--- src/rtl/wsalu_pkg.sv ---
// Shared types and codes for the width-selectable integer ALU.
package wsalu_pkg;

    localparam int unsigned DATA_W = 64;
    localparam int unsigned HALF_W = DATA_W / 2;

    typedef enum logic [3:0] {
        ACT_ADD  = 4'd0,
        ACT_SUB  = 4'd1,
        ACT_MUL  = 4'd2,
        ACT_DIV  = 4'd3,
        ACT_MOD  = 4'd4,
        ACT_SHL  = 4'd5,
        ACT_SHR  = 4'd6,
        ACT_NOTA = 4'd7,
        ACT_NOTB = 4'd8,
        ACT_AND  = 4'd9,
        ACT_OR   = 4'd10,
        ACT_XOR  = 4'd11
    } t_action;

    localparam logic [1:0] ST_OK    = 2'd0;
    localparam logic [1:0] ST_DIV0  = 2'd1;
    localparam logic [1:0] ST_RANGE = 2'd2;

    typedef struct packed {
        logic [3:0]        action;
        logic [DATA_W-1:0] operand_a;
        logic [DATA_W-1:0] operand_b;
    } t_req;

    typedef struct packed {
        logic [DATA_W-1:0] result;
        logic [1:0]        status;
    } t_rsp;

    // Request state as it travels down the chain
    typedef struct packed {
        logic [3:0]        action;
        logic              skip_check;
        logic [DATA_W-1:0] a;
        logic [DATA_W-1:0] b;
        logic [DATA_W-1:0] res;
        logic [DATA_W-1:0] aux;
        logic [DATA_W-1:0] rem;
        logic [DATA_W-1:0] quo;
    } t_stage;

endpackage

--- src/rtl/wsalu_div_cell.sv ---
// One restoring division cell: settles one quotient bit per request.
module wsalu_div_cell #(
    parameter int unsigned BIT_IDX = 63
) (
    input  logic              i_clk,
    input  logic              i_rst_n,
    input  logic              i_valid,
    input  wsalu_pkg::t_stage i_data,
    output logic              o_ready,
    output logic              o_valid,
    output wsalu_pkg::t_stage o_data,
    input  logic              i_ready
);
    import wsalu_pkg::*;

    logic   r_valid;
    t_stage r_data;
    t_stage n_data;
    logic [DATA_W:0] rem_sh;
    logic [DATA_W:0] rem_sub;

    assign o_ready = !r_valid || i_ready;
    assign o_valid = r_valid;
    assign o_data  = r_data;

    // Shift in the next dividend bit and subtract where it fits
    always_comb begin
        n_data  = i_data;
        rem_sh  = {i_data.rem, i_data.a[BIT_IDX]};
        rem_sub = rem_sh - {1'b0, i_data.b};
        if (rem_sh >= {1'b0, i_data.b}) begin
            n_data.rem          = rem_sub[DATA_W-1:0];
            n_data.quo[BIT_IDX] = 1'b1;
        end else begin
            n_data.rem = rem_sh[DATA_W-1:0];
        end
    end

    // Hold or advance the cell
    always_ff @(posedge i_clk) begin
        if (!i_rst_n) begin
            r_valid <= 1'b0;
        end else if (o_ready) begin
            r_valid <= i_valid;
        end
        if (o_ready && i_valid) begin
            r_data <= n_data;
        end
    end

endmodule

--- config.mk ---
export PLATFORM = sky130hd
export DESIGN_NAME = wsalu_div_cell
export DESIGN_NICKNAME = d
export VERILOG_FILES = /design/src/rtl/wsalu_pkg.sv /design/src/rtl/wsalu_div_cell.sv
export SDC_FILE = /design/constraint.sdc
export NUM_CORES = 1
export LEC_CHECK = 0
export BUFFER_PORTS_ARGS = -buffer_cell sky130_fd_sc_hd__buf_2
export CAP_MARGIN = 20
export CORE_AREA = 5 5 305 307
export CTS_CLUSTER_DIAMETER = 40
export DETAILED_ROUTE_END_ITERATION = 10
export DIE_AREA = 0 0 310 312
export GPL_TIMING_DRIVEN = 0
export PLACE_DENSITY = 0.43
export SYNTH_ARGS = -nofsm -noshare
export SYNTH_HDL_FRONTEND = slang
export SYNTH_SLANG_ARGS = --single-unit
--- constraint.sdc ---
create_clock -name i_clk -period 10.5 [get_ports i_clk]
set_input_delay 1.05 -clock i_clk [delete_from_list [all_inputs] [get_ports i_clk]]
set_output_delay 1.05 -clock i_clk [all_outputs]
set_load 0.01 [all_outputs]
==> reports/qor.yml <==
worst_setup_path:
  start_kind: "input port"
  crit_slowest_cell: "a211oi_1"
  crit_path_frequent_cell: "a31oi_1"
  crit_chain: "buf_2, inv_1, ha_1, clkbuf_1, nand4_1, nor4_1, nand3_1, a211oi_1, o31ai_1, a31oi_1, a31oi_1, o21bai_1, xnor2_1, o21ai_0"
  cp.required_ns: 10.86
  arrival_ns: 5.45
  path_class: "in -> reg"
  worstPathMaxFanout: 8
  end_kind: "register"
  crit_family: "compound AO/OA/AOI/OAI gates"
  critPathMaxStageDelay_ns: 0.91
  crit_buf_inv: 3
drt:
  antenna_left: 0
  dr.pass1.iters: 5
  wire_per_inst_um: 25.3
  viasPerCell: 4.19
  drc_errors: 0
  drt_wl_total_um: 83700
  vias: 13800
  drtIter0Drc: 1105
floorplanning:
  die_h_um: 312
  die_w_um: 310
  coreArea_um2: 89700
  pin_count: 784
  placementRows: 110
  die_area_um2: 96700
  start_util: 0.183
power_and_ir_drop:
  ir_drop_uv: 124
  p_int_mw: 3.91
  clock_power_share: 0.523
  p_per_area_nw_per_um2: 214
  combPwrFrac: 0.127
  power.switching_mw: 1.48
  leakagePower_nw: 10.7
  sequentialPowerShare: 0.350
  netSwitchingFraction: 0.275
run:
  drv_cap: 0
sta:
  maxSlewHeadroom: 0.299
  fin_crit_ns: 5.09
  setup_viol: 0
  rsz0062_at_grt: "no"
  finClkSkew_ns: 0.0239
  hold_viol: 0
  worstMarginPinSlew_ns: 1.04
  slew_violations: 0
  tns_ns: 0
  finalCritPeriodShare: 0.485
  fmaxAchievable_mhz: 196
clock_network:
  cts_max_path_buffers: 3
  cts.sinks: 390
  clock_latency_ns: 0.65
  path_clk_slew_ns: 0.06
  htreeDepth: 3
  cts_tree: "yes"
  clock-root-buffer: "clkbuf_16"
  cts_resized: 0
  cts_made_buffers: 86
  post_cts_buffers: 0
  hold_buffers: 0
cells_and_area:
  drive_gt1_frac: 0.464
  stdcell_area_um2: 25100
  nFillCells: 9427
  finalNetCount: 2495
  final_util: 0.280
  syn_to_final_growth_pct: 52.8
grt:
  grt_pass1_wl_um: 111000
  grt_pass1_vias: 14200
  grt_max_degree: 76
  grt-ovfl-total: 0
  antenna_found_initial: 61
  grtUsageTotal: 0.164
placed_design:
  post_dp_cell_area_um2: 22000
  io_buffers: 783
  gp_congestion: 0.840
  hpwl_um: 69400
synth:
  synth_nets: 1617
  synth_edf_count: 389
  synth_area_um2: 16500
  yosys_warnings: 0
  synth_flop_cell: "edfxtp_1"
  avgSynthCellArea_um2: 14.2
  ys_seq_elements: 390
  ys_seq_area_frac: 0.711
  synthArstFlopShare: 0
  syn_inst: 1159
  synth.distinct_cells: 63
status:
  status: "finished, final reports clean"
worst_hold_path:
  hp-class: "in -> reg"
through the flow:
| step | hold slack [ns] | power (mW) | setup slack (ns) | cells |
|---|---|---|---|---|
| detailed placement | 0.558 | 2.61 | 4.42 | 3125 |
| floorplan | 0.609 | 2.26 | 4.04 | 1159 |
| global route | 0.527 | 5.62 | 5.02 | 3289 |
| CTS | 0.504 | 5.49 | 5.09 | 3285 |
| global placement | 0.531 | 2.62 | 1.67 | 3118 |
| finish | 0.568 | 5.39 | 5.41 | 3304 |
layout make-up:
cell class | instances | area (µm²) | share of cell area
timing repair buffer | 790 | 4090 | 0.163
multi-input combinational | 646 | 4240 | 0.169
clock buffer | 88 | 2160 | 0.0859
inverter | 81 | 304 | 0.0121
clock inverter | 72 | 912 | 0.0363
buffer | 42 | 210 | 0.00836
tap | 1176 | 1470 | 0.0585
sequential | 390 | 11700 | 0.465
antenna | 19 | 47.5 | 0.00189
final timing paths:
| check | from | endpoint | slack [ns] | depth (start not counted) |
|---|---|---|---|---|
| setup / recovery | i_data[293] | o_data[120]$_DFFE_PP_ | 5.41 | 14 |
| hold / removal | i_data[361] | o_data[361]$_DFFE_PP_ | 0.57 | 1 |
| setup reg to reg | o_valid$_SDFFE_PN0N_ | o_data[387]$_DFFE_PP_ | 8.47 | 4 |
| hold reg to reg | o_valid$_SDFFE_PN0N_ | o_valid$_SDFFE_PN0N_ | 0.57 | 2 |
registers in the layout, indices dropped and copies added, names as in the netlist:
signal,count
o_data,389
o_valid,1
power by group through the flow:
| stage | sequential, mW | clock [mW] | combinational, mW |
|---|---|---|---|
| final | 1.88 | 2.82 | 0.683 |
| after global routing | 1.89 | 2.98 | 0.743 |
| after CTS | 1.89 | 2.90 | 0.699 |
| after detailed placement | 1.91 | 0 | 0.694 |
| after global placement | 1.94 | 0 | 0.681 |
| after floorplan | 1.99 | 0 | 0.271 |
metal layers:
metal	GRT usage	wire [µm]	vias to the layer above
met4	0.0835	4640	48
li1	-	-	6163
met1	0.170	28600	6662
met2	0.273	39600	734
met3	0.0807	10600	221
met5	0	315	-
layout by cell type (no fill, tap or decap), drive strengths merged, types with 23 or more instances in the layout:
cell type / count
xor2: 29
nand4: 23
clkinv: 24
nand2: 86
buf: 810
edfxtp: 389
a21o: 30
xnor2: 28
clkbuf: 110
ha: 64
inv: 103
nor2: 71
o21ai: 62
a21oi: 101
synth_stat cells (all sizes together) (2+ instances only):
cell	instances	area [µm²]
a2111oi	6	96.3
a211o	3	26.3
a211oi	8	60.1
a21bo	3	30.0
a21boi	2	15.0
a21o	30	225
a21oi	101	509
a31oi	9	56.3
and2	3	18.8
and3	3	18.8
buf	20	126
clkbuf	22	83.8
edfxtp	389	11700
ha	64	801
inv	81	304
mux2	3	33.8
nand2	86	323
nand2b	8	50.1
nand3	9	45.0
nand4	23	144
nor2	71	269
nor2b	7	43.8
nor3	15	80.1
nor4	7	43.8
nor4b	2	17.5
o211ai	5	37.5
o21a	11	82.6
o21ai	62	310
o21ba	2	20.0
o21bai	12	90.1
o221ai	3	26.3
o311ai	2	17.5
o31a	3	26.3
o31ai	8	65.1
or3	4	25.0
xnor2	28	245
xor2	29	254
logic make-up after synthesis:
logic type,after synthesis,synth area share
and+or+nand+nor,242,0.0674
DFF,390,0.711
AOI/OAI and AO/OA,278,0.107
adders and majority gates,65,0.0499
muxes,4,0.00266
buffers and inverters,123,0.0313
xor gates and xnor gates,57,0.0303
Note: power is estimated with default switching activity, not from simulation.
